`src/design/cgrf_pkg.sv`:
```
// ----------------------------------------------------------------------------
// cgrf_pkg
// Shared types and constants of the coset resample and fill core.
// ----------------------------------------------------------------------------
package cgrf_pkg;

  // Field widths fixed by the stream format.
  localparam int unsigned LENGTH_BITS = 20;
  localparam int unsigned OUT_BITS    = 22;
  localparam int unsigned CFG_IDX_W   = 3;
  localparam int unsigned CFG_DATA_W  = 6;
  localparam int unsigned STRIDE_W    = 6;
  localparam int unsigned OFFSET_W    = 6;
  localparam int unsigned SUB_W       = 4;
  localparam int unsigned POS_W       = 7;

  // Configuration register indexes.
  typedef enum logic [CFG_IDX_W-1:0] {
    CFG_STRIDE_P        = 3'd0,
    CFG_STRIDE_Q        = 3'd1,
    CFG_GOING_UP        = 3'd2,
    CFG_START_OFFSET    = 3'd3,
    CFG_LENGTH_SUBTRACT = 3'd4,
    CFG_LEAD_ZERO       = 3'd5
  } cfg_idx_e;

  // Input item.
  typedef struct packed {
    logic [LENGTH_BITS-1:0] length_in;
    logic                   end_of_coset;
  } in_item_t;

  // Result item.
  typedef struct packed {
    logic signed [OUT_BITS-1:0] length_out;
    logic                       last_of_run;
  } out_item_t;

  // Configuration register set seen by the front end.
  typedef struct packed {
    logic [STRIDE_W-1:0] stride_p;
    logic [STRIDE_W-1:0] stride_q;
    logic                going_up;
    logic [OFFSET_W-1:0] start_offset;
    logic [SUB_W-1:0]    length_subtract;
    logic                lead_zero;
  } cfg_t;

  // Anchor command passed from the front end to the back end.
  typedef struct packed {
    logic signed [OUT_BITS-1:0] anchor;
    logic signed [OUT_BITS-1:0] prev;
    logic                       lead;
    logic                       fill;
    logic [STRIDE_W-1:0]        gap;
  } cmd_t;

endpackage

```
`src/design/cgrf_front.sv`:
```
// ----------------------------------------------------------------------------
// cgrf_front
// Accepts input items, tracks position and stride phase, and turns every
// anchor into a command for the back end.
// ----------------------------------------------------------------------------
module cgrf_front import cgrf_pkg::*; #(
  parameter int unsigned MAX_STRIDE = 32
) (
  input  logic     clk_i,
  input  logic     rst_ni,
  input  cfg_t     cfg_i,
  input  logic     push_i,
  input  in_item_t item_i,
  input  logic     full_i,
  output logic     cmd_push_o,
  output cmd_t     cmd_o
);

  localparam int unsigned SW = $clog2(MAX_STRIDE + 1);
  localparam int unsigned PW = $clog2(MAX_STRIDE);

  logic [POS_W-1:0]           pos_q, pos_d;
  logic [PW-1:0]              phase_q, phase_d;
  logic                       have_q, have_d;
  logic signed [OUT_BITS-1:0] prev_q, prev_d;

  logic [SW-1:0]              in_stride, gap;
  logic [SW-1:0]              ph_ext;
  logic [SW:0]                ph_inc;
  logic                       accept, is_anchor;
  logic signed [OUT_BITS-1:0] anchor_val;

  // Out-of-range strides act as the nearest legal value.
  function automatic logic [SW-1:0] clamp_stride(input logic [STRIDE_W-1:0] s);
    logic [SW-1:0] r;
    if (s == '0) begin
      r = SW'(1);
    end else if (32'(s) > MAX_STRIDE) begin
      r = SW'(MAX_STRIDE);
    end else begin
      r = SW'(s);
    end
    return r;
  endfunction

  // Position, phase and anchor decision for the item on the port.
  always_comb begin
    in_stride  = clamp_stride(cfg_i.going_up ? cfg_i.stride_q : cfg_i.stride_p);
    gap        = clamp_stride(cfg_i.going_up ? cfg_i.stride_p : cfg_i.stride_q);
    accept     = push_i && !full_i;
    anchor_val = OUT_BITS'(item_i.length_in) - OUT_BITS'(cfg_i.length_subtract);
    pos_d      = pos_q;
    phase_d    = phase_q;
    have_d     = have_q;
    prev_d     = prev_q;
    is_anchor  = 1'b0;
    ph_ext     = SW'(phase_q);
    ph_inc     = '0;
    if (pos_q < POS_W'(cfg_i.start_offset)) begin
      pos_d = pos_q + POS_W'(1);
    end else begin
      // A phase left beyond the stride by a register change restarts.
      if (ph_ext >= in_stride) begin
        ph_ext = '0;
      end
      is_anchor = (ph_ext == '0);
      ph_inc    = (SW + 1)'(ph_ext) + (SW + 1)'(1);
      phase_d   = (ph_inc >= (SW + 1)'(in_stride)) ? '0 : PW'(ph_inc);
      if (pos_q != {POS_W{1'b1}}) begin
        pos_d = pos_q + POS_W'(1);
      end
    end
    if (is_anchor) begin
      prev_d = anchor_val;
      have_d = 1'b1;
    end
    if (item_i.end_of_coset) begin
      pos_d   = '0;
      phase_d = '0;
      have_d  = 1'b0;
      prev_d  = '0;
    end
  end

  // Command for the back end.
  always_comb begin
    cmd_push_o   = accept && is_anchor;
    cmd_o.anchor = anchor_val;
    cmd_o.prev   = have_q ? prev_q : '0;
    cmd_o.lead   = !have_q && cfg_i.lead_zero;
    cmd_o.fill   = have_q || cfg_i.lead_zero;
    cmd_o.gap    = STRIDE_W'(gap);
  end

  // Per-coset state.
  always_ff @(posedge clk_i or negedge rst_ni) begin
    if (!rst_ni) begin
      pos_q   <= '0;
      phase_q <= '0;
      have_q  <= 1'b0;
      prev_q  <= '0;
    end else if (accept) begin
      pos_q   <= pos_d;
      phase_q <= phase_d;
      have_q  <= have_d;
      prev_q  <= prev_d;
    end
  end

endmodule

```
`src/design/cgrf_cmd_fifo.sv`:
```
// ----------------------------------------------------------------------------
// cgrf_cmd_fifo
// Short command queue between the front end and the back end.
// ----------------------------------------------------------------------------
module cgrf_cmd_fifo import cgrf_pkg::*; #(
  parameter int unsigned DEPTH = 4
) (
  input  logic clk_i,
  input  logic rst_ni,
  input  logic push_i,
  input  cmd_t data_i,
  output logic full_o,
  input  logic pop_i,
  output logic valid_o,
  output cmd_t data_o
);

  localparam int unsigned AW = $clog2(DEPTH);
  localparam int unsigned CW = $clog2(DEPTH + 1);

  cmd_t          mem_q [DEPTH];
  logic [AW-1:0] wr_q, wr_d, rd_q, rd_d;
  logic [CW-1:0] cnt_q, cnt_d;
  logic          do_push, do_pop;

  // Pointer and fill count update.
  always_comb begin
    do_push = push_i && !full_o;
    do_pop  = pop_i && valid_o;
    wr_d    = wr_q;
    rd_d    = rd_q;
    cnt_d   = cnt_q;
    if (do_push) begin
      wr_d = (32'(wr_q) == DEPTH - 1) ? '0 : wr_q + AW'(1);
    end
    if (do_pop) begin
      rd_d = (32'(rd_q) == DEPTH - 1) ? '0 : rd_q + AW'(1);
    end
    if (do_push && !do_pop) begin
      cnt_d = cnt_q + CW'(1);
    end else if (do_pop && !do_push) begin
      cnt_d = cnt_q - CW'(1);
    end
  end

  assign full_o  = (32'(cnt_q) == DEPTH);
  assign valid_o = (cnt_q != '0);
  assign data_o  = mem_q[rd_q];

  always_ff @(posedge clk_i or negedge rst_ni) begin
    if (!rst_ni) begin
      wr_q  <= '0;
      rd_q  <= '0;
      cnt_q <= '0;
    end else begin
      wr_q  <= wr_d;
      rd_q  <= rd_d;
      cnt_q <= cnt_d;
    end
  end

  // Entry storage.
  always_ff @(posedge clk_i) begin
    if (do_push) begin
      mem_q[wr_q] <= data_i;
    end
  end

endmodule

```
`src/design/cgrf_back.sv`:
```
// ----------------------------------------------------------------------------
// cgrf_back
// Expands one anchor command into its lead zero, fill run and anchor, into
// the output register at one result per cycle while it is free or popped.
// ----------------------------------------------------------------------------
module cgrf_back import cgrf_pkg::*; #(
  parameter int unsigned MAX_STRIDE = 32
) (
  input  logic      clk_i,
  input  logic      rst_ni,
  input  logic      cmd_valid_i,
  input  cmd_t      cmd_i,
  output logic      cmd_pop_o,
  input  logic      pop_i,
  output logic      empty_o,
  output out_item_t item_o
);

  localparam int unsigned SW = $clog2(MAX_STRIDE + 1);

  logic [SW-1:0]              j_q, j_d;
  logic                       lead_done_q, lead_done_d;
  logic                       out_valid_q;
  out_item_t                  out_q, res;
  logic                       load;
  logic [SW-1:0]              gap_s;
  logic signed [OUT_BITS+1:0] left, right;

  // Candidate fill value for position j of the current segment.
  always_comb begin
    gap_s = cmd_i.gap[SW-1:0];
    left  = (OUT_BITS + 2)'(cmd_i.prev) + (OUT_BITS + 2)'(j_q);
    right = (OUT_BITS + 2)'(cmd_i.anchor) + (OUT_BITS + 2)'(gap_s)
            - (OUT_BITS + 2)'(j_q);
  end

  // Select the next result and advance the segment.
  always_comb begin
    load        = cmd_valid_i && (!out_valid_q || pop_i);
    res         = '0;
    cmd_pop_o   = 1'b0;
    j_d         = j_q;
    lead_done_d = lead_done_q;
    if (load) begin
      priority if (cmd_i.lead && !lead_done_q) begin
        lead_done_d = 1'b1;
      end else if (cmd_i.fill && (j_q < gap_s)) begin
        res.length_out = (left < right) ? left[OUT_BITS-1:0] : right[OUT_BITS-1:0];
        j_d            = j_q + SW'(1);
      end else begin
        res.length_out  = cmd_i.anchor;
        res.last_of_run = 1'b1;
        cmd_pop_o       = 1'b1;
        j_d             = SW'(1);
        lead_done_d     = 1'b0;
      end
    end
  end

  assign empty_o = !out_valid_q;
  assign item_o  = out_q;

  always_ff @(posedge clk_i or negedge rst_ni) begin
    if (!rst_ni) begin
      j_q         <= SW'(1);
      lead_done_q <= 1'b0;
      out_valid_q <= 1'b0;
    end else begin
      j_q         <= j_d;
      lead_done_q <= lead_done_d;
      if (load) begin
        out_valid_q <= 1'b1;
      end else if (pop_i) begin
        out_valid_q <= 1'b0;
      end
    end
  end

  // Output register payload.
  always_ff @(posedge clk_i) begin
    if (load) begin
      out_q <= res;
    end
  end

endmodule

```
`src/design/coset_geodesic_resample_fill_core.sv`:
```
// ----------------------------------------------------------------------------
// coset_geodesic_resample_fill_core
// Resamples a coset length stream onto the adjacent coset and fills the
// positions between anchors.
// ----------------------------------------------------------------------------
// An anchor passes the command queue and the output register before its
// results reach the ports. One result per cycle leaves while the output
// register is free or popped: for an anchor with fill, its fill values and
// the anchor, after a lead zero when due; for a first anchor without lead
// zero, the anchor only; none for other items. The front end takes one item
// per cycle while the command queue has room. Reset clears all position,
// phase and anchor state and loads the configuration reset values.
module coset_geodesic_resample_fill_core import cgrf_pkg::*; #(
  parameter int unsigned MAX_STRIDE = 32,
  parameter int unsigned CMD_DEPTH  = 4
) (
  input  logic                  clk_i,
  input  logic                  rst_ni,
  input  logic                  cfg_we_i,
  input  logic [CFG_IDX_W-1:0]  cfg_idx_i,
  input  logic [CFG_DATA_W-1:0] cfg_wdata_i,
  input  logic                  push,
  output logic                  full,
  input  in_item_t              in_item_i,
  output logic                  empty,
  input  logic                  pop,
  output out_item_t             out_item_o
);

  cfg_t cfg_q;
  cmd_t cmd_in, cmd_head;
  logic cmd_push, cmd_pop, cmd_valid;

  // Configuration registers.
  always_ff @(posedge clk_i or negedge rst_ni) begin
    if (!rst_ni) begin
      cfg_q.stride_p        <= STRIDE_W'(2);
      cfg_q.stride_q        <= STRIDE_W'(4);
      cfg_q.going_up        <= 1'b1;
      cfg_q.start_offset    <= '0;
      cfg_q.length_subtract <= '0;
      cfg_q.lead_zero       <= 1'b0;
    end else if (cfg_we_i) begin
      unique case (cfg_idx_e'(cfg_idx_i))
        CFG_STRIDE_P:        cfg_q.stride_p        <= cfg_wdata_i[STRIDE_W-1:0];
        CFG_STRIDE_Q:        cfg_q.stride_q        <= cfg_wdata_i[STRIDE_W-1:0];
        CFG_GOING_UP:        cfg_q.going_up        <= cfg_wdata_i[0];
        CFG_START_OFFSET:    cfg_q.start_offset    <= cfg_wdata_i[OFFSET_W-1:0];
        CFG_LENGTH_SUBTRACT: cfg_q.length_subtract <= cfg_wdata_i[SUB_W-1:0];
        CFG_LEAD_ZERO:       cfg_q.lead_zero       <= cfg_wdata_i[0];
        default: begin
        end
      endcase
    end
  end

  cgrf_front #(
    .MAX_STRIDE(MAX_STRIDE)
  ) u_front (
    .clk_i      (clk_i),
    .rst_ni     (rst_ni),
    .cfg_i      (cfg_q),
    .push_i     (push),
    .item_i     (in_item_i),
    .full_i     (full),
    .cmd_push_o (cmd_push),
    .cmd_o      (cmd_in)
  );

  cgrf_cmd_fifo #(
    .DEPTH(CMD_DEPTH)
  ) u_fifo (
    .clk_i   (clk_i),
    .rst_ni  (rst_ni),
    .push_i  (cmd_push),
    .data_i  (cmd_in),
    .full_o  (full),
    .pop_i   (cmd_pop),
    .valid_o (cmd_valid),
    .data_o  (cmd_head)
  );

  cgrf_back #(
    .MAX_STRIDE(MAX_STRIDE)
  ) u_back (
    .clk_i       (clk_i),
    .rst_ni      (rst_ni),
    .cmd_valid_i (cmd_valid),
    .cmd_i       (cmd_head),
    .cmd_pop_o   (cmd_pop),
    .pop_i       (pop),
    .empty_o     (empty),
    .item_o      (out_item_o)
  );

endmodule

```
`config.mk`:
```
export PLATFORM = sky130hd
export DESIGN_NAME = coset_geodesic_resample_fill_core
export DESIGN_NICKNAME = d
export VERILOG_FILES = /design/src/design/cgrf_pkg.sv /design/src/design/cgrf_front.sv /design/src/design/cgrf_cmd_fifo.sv /design/src/design/cgrf_back.sv /design/src/design/coset_geodesic_resample_fill_core.sv
export SDC_FILE = /design/constraint.sdc
export NUM_CORES = 1
export LEC_CHECK = 0
export BUFFER_PORTS_ARGS = -buffer_cell sky130_fd_sc_hd__buf_4
export CORE_ASPECT_RATIO = 1.1
export CORE_MARGIN = 2
export CORE_UTILIZATION = 62
export DETAILED_ROUTE_END_ITERATION = 7
export PLACE_DENSITY = 0.8
export SYNTH_ARGS = -nofsm -noshare
export SYNTH_HDL_FRONTEND = slang
export SYNTH_SLANG_ARGS = --single-unit
```
`constraint.sdc`:
```
create_clock -name clk_i -period 8.6 [get_ports clk_i]
set_clock_uncertainty 0.1 [all_clocks]
set_input_delay 0 -clock clk_i [delete_from_list [all_inputs] [get_ports clk_i]]
set_output_delay 0 -clock clk_i [all_outputs]
set_load 0.01 [all_outputs]
```
==> impl_metrics.json, run 1 <==
{
  "status": "complete, no violations",
  "die_h_um": 168.8,
  "synth_edf_count": 223,
  "setup_violations": 0,
  "yosysSeqAreaShare_pct": 55.69,
  "clockBufferDepth": 3,
  "crit_buf_inv": 4,
  "nNetsFinal": 1395,
  "core_area_um2": 24400,
  "antenna_found_initial": 0,
  "post-dp-hpwl_um": 21770,
  "setup_tns_ns": 0,
  "rsz0062_at_grt": "no",
  "clk_pin_slew_ns": 0.06,
  "synth.area.top_cells": "edfxtp_1, dfrtp_1, mux4_2",
  "tightest_slew_ns": 1.143,
  "syn_avg_cell_area_um2": 13.11,
  "reg2reg_slack_ns": 1.27,
  "p_clk_share_pct": 19.4,
  "p_comb_share_pct": 49.3,
  "num_vias": 9996,
  "ioPinCount": 60,
  "tritoncts": "built",
  "track_usage_pct": 26.33,
  "slowest_stage": "dfrtp_4",
  "fillCellCount": 1585,
  "ys.flop_type": "edfxtp_1",
  "synth_area_um2": 15310,
  "p_per_area_nw_per_um2": 357.2,
  "gp_congestion": 0.9300,
  "drt-pass1-iter-count": 5,
  "start_util_pct": 62.77,
  "timing.critical_path.mode_cell": "ha_1",
  "avgRoutedWirePerCell_um": 20.75,
  "overflow": 0,
  "max_cap_viol_count": 0,
  "h-tree-depth": 1,
  "layout_min_cycle_time_ns": 7.330,
  "ir_drop_v": 0.0002452,
  "p_int_uw": 3801,
  "grt_pass1_vias": 9986,
  "cp_top_family": "compound AO/OA/AOI/OAI gates",
  "max_stage_delay_ns": 0.76,
  "dieArea_um2": 25980,
  "relSlewSlack_pct": 23.83,
  "wl_um": 33410,
  "row_count": 60,
  "syn-num-nets": 1284,
  "ant_nets": 0,
  "cts_buffers": 29,
  "netlist_instances": 1168,
  "p_switching_uw": 2418,
  "clk_latency_ns": 0.55,
  "swShare_pct": 38.88,
  "drt_iter0_drc": 748,
  "synth_top_area_share_pct": 43.73,
  "slew_viol_final": 0,
  "finalHoldViolCount": 0,
  "required_ns": 8.78,
  "endpoint_kind": "flop",
  "cts_resized": 0,
  "synth_area_leader_cell": "edfxtp_1",
  "die_x_um": 153.9,
  "final_cells": 1610,
  "dp_cells": 1513,
  "ys_ff_latch": 296,
  "seq_power_share_pct": 31.3,
  "cp_max_fo": 29,
  "antenna_cells": 0,
  "via_per_inst": 6.209,
  "p_leak_uw": 0.006822,
  "grt_max_degree": 74,
  "clock_sinks": 296,
  "period_share_pct": 85.23,
  "synth.distinct_cells": 82,
  "ys_async_sr_fraction_pct": 24.66,
  "cts_root_buffer": "clkbuf_16",
  "drive_above_1_share_pct": 16.77,
  "arrival_ns": 7.51,
  "maxClockFrequency_ghz": 0.1364,
  "path_class": "reg -> reg",
  "ys_warn_count": 0,
  "port_buffers": 59,
  "hold_class": "in -> reg",
  "drc": 0,
  "start_kind": "flop",
  "grt_pass1_wl_um": 53740,
  "syn_to_final_growth_pct": 13.68
}
-- power groups by stage --
stage / Sequential, uW / Combinational, uW / Clock [uW]
6_report: 1950 / 3070 / 1200
5_1_grt: 1970 / 3410 / 1270
4_1_cts: 1950 / 3060 / 1220
3_5_place_dp: 1970 / 3020 / 0
3_3_place_gp: 1970 / 2940 / 0
2_1_floorplan: 1900 / 2360 / 0
-- sequential cells by signal, summed over array words and instances, names as in the netlist --
signal	flops
cfg_q	24
u_back.item_o	23
u_back.j_q	6
u_back.lead_done_q	1
u_back.out_valid_q	1
u_fifo.cnt_q	3
u_fifo.mem_q	200
u_fifo.rd_q	2
u_fifo.wr_q	2
u_front.have_q	1
u_front.phase_q	5
u_front.pos_q	7
u_front.prev_q	21
-- path summary, 6_finish.rpt --
| check | to | startpoint | cells past startpoint |
|---|---|---|---|
| max | u_back.item_o[19] | u_fifo.rd_q[0] | 25 |
| min | u_fifo.mem_q[2][34] | in_item_i[4] | 4 |
| max reg2reg | u_back.item_o[19] | u_fifo.rd_q[0] | 25 |
| min reg2reg | u_fifo.cnt_q[2] | u_fifo.cnt_q[2] | 1 |
| max in group asynchronous | u_fifo.rd_q[0] | rst_ni | 2 |
| min in group asynchronous | u_fifo.rd_q[0] | rst_ni | 2 |
-- cell usage after synthesis (12+ instances only) --
master and instances:
and2_1 28, xnor2_1 45, nor2b_1 14, edfxtp_1 223
mux2_2 27, clkbuf_1 14, dfrtp_1 69, nand2_1 67
mux2i_1 12, xor2_1 28, nand2b_1 12, o21ai_0 39
mux4_2 44, nand3_1 30, a22o_1 22, a21oi_1 45
ha_1 76, nor2_1 76, nor3_1 26, inv_1 61
a21o_1 24
-- tightest hold or removal path: cells and delay by family --
family / cells / cell delay [ns]
xor gates and xnor gates: 1 / 0.17
buffers and inverters: 1 / 0.08
adders and majority gates: 1 / 0.18
and+or+nand+nor: 1 / 0.07
-- through the flow --
stage                     cell area (um^2)  hold WS [ns]  util, %  total power, uW  setup slack [ns]
after floorplan                      15310       -0.3956        -             4265            0.9407
after global placement               16060       0.09299    65.83             4911             1.448
after detailed placement             16060       0.09871    65.83             4992             1.271
after CTS                            17410      0.001991    71.36             6234             1.234
after global routing                 17410       0.06229    71.36             6655            0.7890
final                                17410       0.03693    71.36             6219             1.270
-- placed cells by master, fill, tap and decap left out, types with 22 or more instances in the layout --
master	netlist	routed
mux2_2	27	27
xor2_1	28	28
nor3_1	26	26
nor2_1	76	76
mux4_2	44	44
a22o_1	22	22
o21ai_0	39	39
dfrtp_1	69	67
dlygate4sd3_1	0	45
clkbuf_16	0	29
a21o_1	24	24
and2_1	28	25
buf_4	5	72
nand3_1	30	30
xnor2_1	45	45
ha_1	76	76
a21oi_1	45	44
edfxtp_1	223	223
nand2_1	67	67
inv_1	61	61
-- per-layer routing --
metal	vias to the layer above	routed length (um)	track usage (%)
li1	4625	-	-
met1	4967	14600	38.07
met2	359	16210	44.01
met3	45	2126	3.175
met4	0	477	5.445
met5	-	0	0
-- cell families after synthesis --
logic type,count (synthesis),share of synthesized area (%)
AND/OR/NAND/NOR,312,10.29
flip-flops,296,55.69
AO/OA/AOI/OAI,213,9.649
buffers and inverters,101,2.859
multiplexers,90,10.34
adder cells (fa/ha/maj),83,7.002
XOR/XNOR,73,4.175
-- layout make-up --
type	instances	area, um^2	area share, %
Multi-Input combinational cell	771	6357	36.51
Tap cell	310	387.9	2.228
Clock inverter	14	110.1	0.6324
Inverter	64	241.5	1.387
Timing Repair Buffer	117	991.0	5.692
Sequential cell	296	8533	49.01
Clock buffer	38	789.5	4.535
-- repair_timing --
action,CTS,global route
buffers inserted,0,0
endpoints found under the hold margin,198,0
hold buffers,45,0
Power figures use the tool's default switching activity.
==> run 2, diff against run 1 <==
--- a/config.mk
+++ b/config.mk
@@ -5,12 +5,15 @@
 export SDC_FILE = /design/constraint.sdc
 export NUM_CORES = 1
 export LEC_CHECK = 0
+export ABC_AREA = 1
 export BUFFER_PORTS_ARGS = -buffer_cell sky130_fd_sc_hd__buf_4
 export CORE_ASPECT_RATIO = 1.1
 export CORE_MARGIN = 2
-export CORE_UTILIZATION = 62
+export CORE_UTILIZATION = 63
 export DETAILED_ROUTE_END_ITERATION = 7
-export PLACE_DENSITY = 0.8
+export PLACE_DENSITY = 0.81
+export RECOVER_POWER = 100
+export SLEW_MARGIN = 25
 export SYNTH_ARGS = -nofsm -noshare
 export SYNTH_HDL_FRONTEND = slang
 export SYNTH_SLANG_ARGS = --single-unit
==> run 2 against run 1 <==
The flow now finishes with violations (max-capacitance violations, max-slew violations); clock power about the same; area after synthesis up 6.6%; sequential cell count stayed put; core utilization about the same; via count is 29% higher; routed wire length is 18% higher; critical path type unchanged.
==> impl_metrics.json, run 2 <==
{
  "status": "finished, violations left",
  "violations": "max-capacitance violations, max-slew violations",
  "drt_iter0_drc": 1339,
  "syn_avg_cell_area_um2": 9.105,
  "required_ns": 8.67,
  "setup_violations": 0,
  "endpoint_kind": "flop",
  "syn_to_final_growth_pct": 11.04,
  "start_kind": "flop",
  "h-tree-depth": 1,
  "clk_latency_ns": 0.54,
  "post-dp-hpwl_um": 27060,
  "grt_max_degree": 96,
  "yosysSeqAreaShare_pct": 52.24,
  "p_leak_uw": 0.007936,
  "hold_depth": 3,
  "most-common-layout-cells": "nand2_1, edfxtp_1, inv_1",
  "max_flop_register": "u_fifo.mem_q",
  "max_cap_viol_count": 5,
  "cts_root_buffer": "clkbuf_16",
  "tritoncts": "built",
  "synth_common_cells": "nand2_1, edfxtp_1, inv_1",
  "largest_reg_flops": 200,
  "num_vias": 12860,
  "antenna_found_initial": 0,
  "arrival_ns": 7.55,
  "synth.distinct_cells": 53,
  "drt-pass1-iter-count": 6,
  "nNetsFinal": 1994,
  "gp_congestion": 0.9387,
  "syn-num-nets": 1909,
  "track_usage_pct": 29.41,
  "wl_um": 39280,
  "dieArea_um2": 27220,
  "cp_max_fo": 27,
  "port_buffers": 59,
  "seq_area_um2": 8528,
  "reg2reg_slack_ns": 1.12,
  "final_common_cell": "nand2_1",
  "relSlewSlack_pct": -168.4,
  "grt_pass1_wl_um": 63070,
  "die_h_um": 172.8,
  "core_area_um2": 25420,
  "synth.area.top_cells": "edfxtp_1, nand2_1, dfrtp_1",
  "ys_async_sr_fraction_pct": 24.66,
  "slew_viol_final": 200,
  "ys_ff_latch": 296,
  "ir_drop_v": 0.0003853,
  "drive_above_1_share_pct": 7.798,
  "multi_input_area_um2": 6638,
  "synth_area_um2": 16330,
  "setup_tns_ns": 0,
  "clockBufferDepth": 3,
  "synth.most_common_cell": "nand2_1",
  "netlist_instances": 1793,
  "avgRoutedWirePerCell_um": 17.51,
  "clk_pin_slew_ns": 0.06,
  "hold_class": "in -> reg",
  "finalHoldViolCount": 0,
  "overflow": 0,
  "ioPinCount": 60,
  "ant_nets": 0,
  "maxClockFrequency_ghz": 0.1336,
  "fillCellCount": 1862,
  "synth_top_area_share_pct": 41.02,
  "ys.flop_type": "edfxtp_1",
  "path_class": "reg -> reg",
  "placed_cell_area_um2": 16940,
  "clock_sinks": 296,
  "p_per_area_nw_per_um2": 428.9,
  "reg2reg_depth": 22,
  "design_area_um2": 18130,
  "start_util_pct": 64.23,
  "tightest_slew_ns": 4.025,
  "layout_min_cycle_time_ns": 7.485,
  "cts_buffers": 29,
  "period_share_pct": 87.03,
  "synth_edf_count": 223,
  "drc": 0,
  "dp_worst_setup_slack_ns": 1.127,
  "via_per_inst": 5.733,
  "ys_warn_count": 0,
  "die_x_um": 157.5,
  "grt_pass1_vias": 12610,
  "row_count": 61,
  "synth_area_leader_cell": "edfxtp_1",
  "antenna_cells": 0,
  "setup_ws_ns": 1.115,
  "rsz0062_at_grt": "no"
}
==> run 2: area by class of cell <==
class	instances	share of cell area [%]
inverters	213	4.438
multi-input cells	1227	36.62
well taps	346	2.388
clock inverters	16	0.8352
clock buffers	35	4.128
repair buffers	111	4.549
flip-flops and latches	296	47.05
==> run 2: power breakdown <==
part           total, uW  switching [uW]  internal, uW
combinational       4560            3060          1500
clock               1210             510           704
sequential          2000             146          1850
total               7770            3720          4060
==> run 2: timing repair <==
action                                 4_1_cts  5_1_grt
hold buffers                                44        0
gates resized for setup                      0        0
endpoints found under the hold margin      205        0
buffers inserted                             0        0
==> run 2: path summary, 6_finish.rpt <==
kind	end	start
setup reg to reg	u_fifo.mem_q[1][4]	cfg_q[11]
min in group asynchronous	u_front.phase_q[1]	rst_ni
setup / recovery	u_fifo.mem_q[1][4]	cfg_q[11]
hold reg to reg	cfg_q[4]	cfg_q[4]
hold / removal	u_back.out_valid_q	pop
max in group asynchronous	u_front.prev_q[13]	rst_ni
==> run 2: kinds of logic (layout without fill, tap and decap cells) <==
group,after synthesis,count (layout),synth area share [%]
AO/OA/AOI/OAI,235,235,8.178
XOR/XNOR,59,59,3.165
adder cells (fa/ha/maj),81,81,6.438
buffers and inverters,270,375,7.112
flip-flops,296,296,52.24
multiplexers,4,4,0.2529
AND/OR/NAND/NOR,848,848,22.62
==> run 2: critical path, cell delays in order (launching register included) <==
cell       delay (ns)
dfstp_1          0.91
inv_1            0.15
or2_2            0.30
o21ai_0          0.13
nand2_1          0.08
nor3_1           0.23
nand3_1          0.10
nand2_1          0.09
nand2_1          0.09
ha_1             0.31
inv_1            0.05
nor2_1           0.10
o211ai_1         0.09
o2111ai_1        0.24
nor2_1           0.21
inv_1            0.13
ha_1             0.17
o211ai_1         0.09
inv_1            0.07
nand2_1          0.05
clkbuf_1         0.55
nor2_1           1.98
clkbuf_2         0.84
==> run 2: metrics by stage <==
stage | power, uW | hold slack [ns] | util [%] | std cells
6_report | 7774 | 0.1102 | 71.32 | 2244
4_1_cts | 7788 | 0.09247 | 71.91 | 2244
5_1_grt | 8440 | 0.1080 | 71.32 | 2244
2_1_floorplan | 5431 | -0.3956 | - | 1793
3_3_place_gp | 6420 | 0.08865 | 66.64 | 2149
3_5_place_dp | 6551 | 0.1061 | 66.64 | 2149
==> run 2: per-layer routing <==
| metal | track usage, % | wire [um] | vias to the layer above |
|---|---|---|---|
| met5 | 0 | 0 | - |
| met4 | 11.21 | 1434 | 0 |
| met1 | 38.89 | 15650 | 6029 |
| met3 | 3.233 | 2849 | 99 |
| met2 | 50.02 | 19350 | 552 |
| li1 | - | - | 6184 |
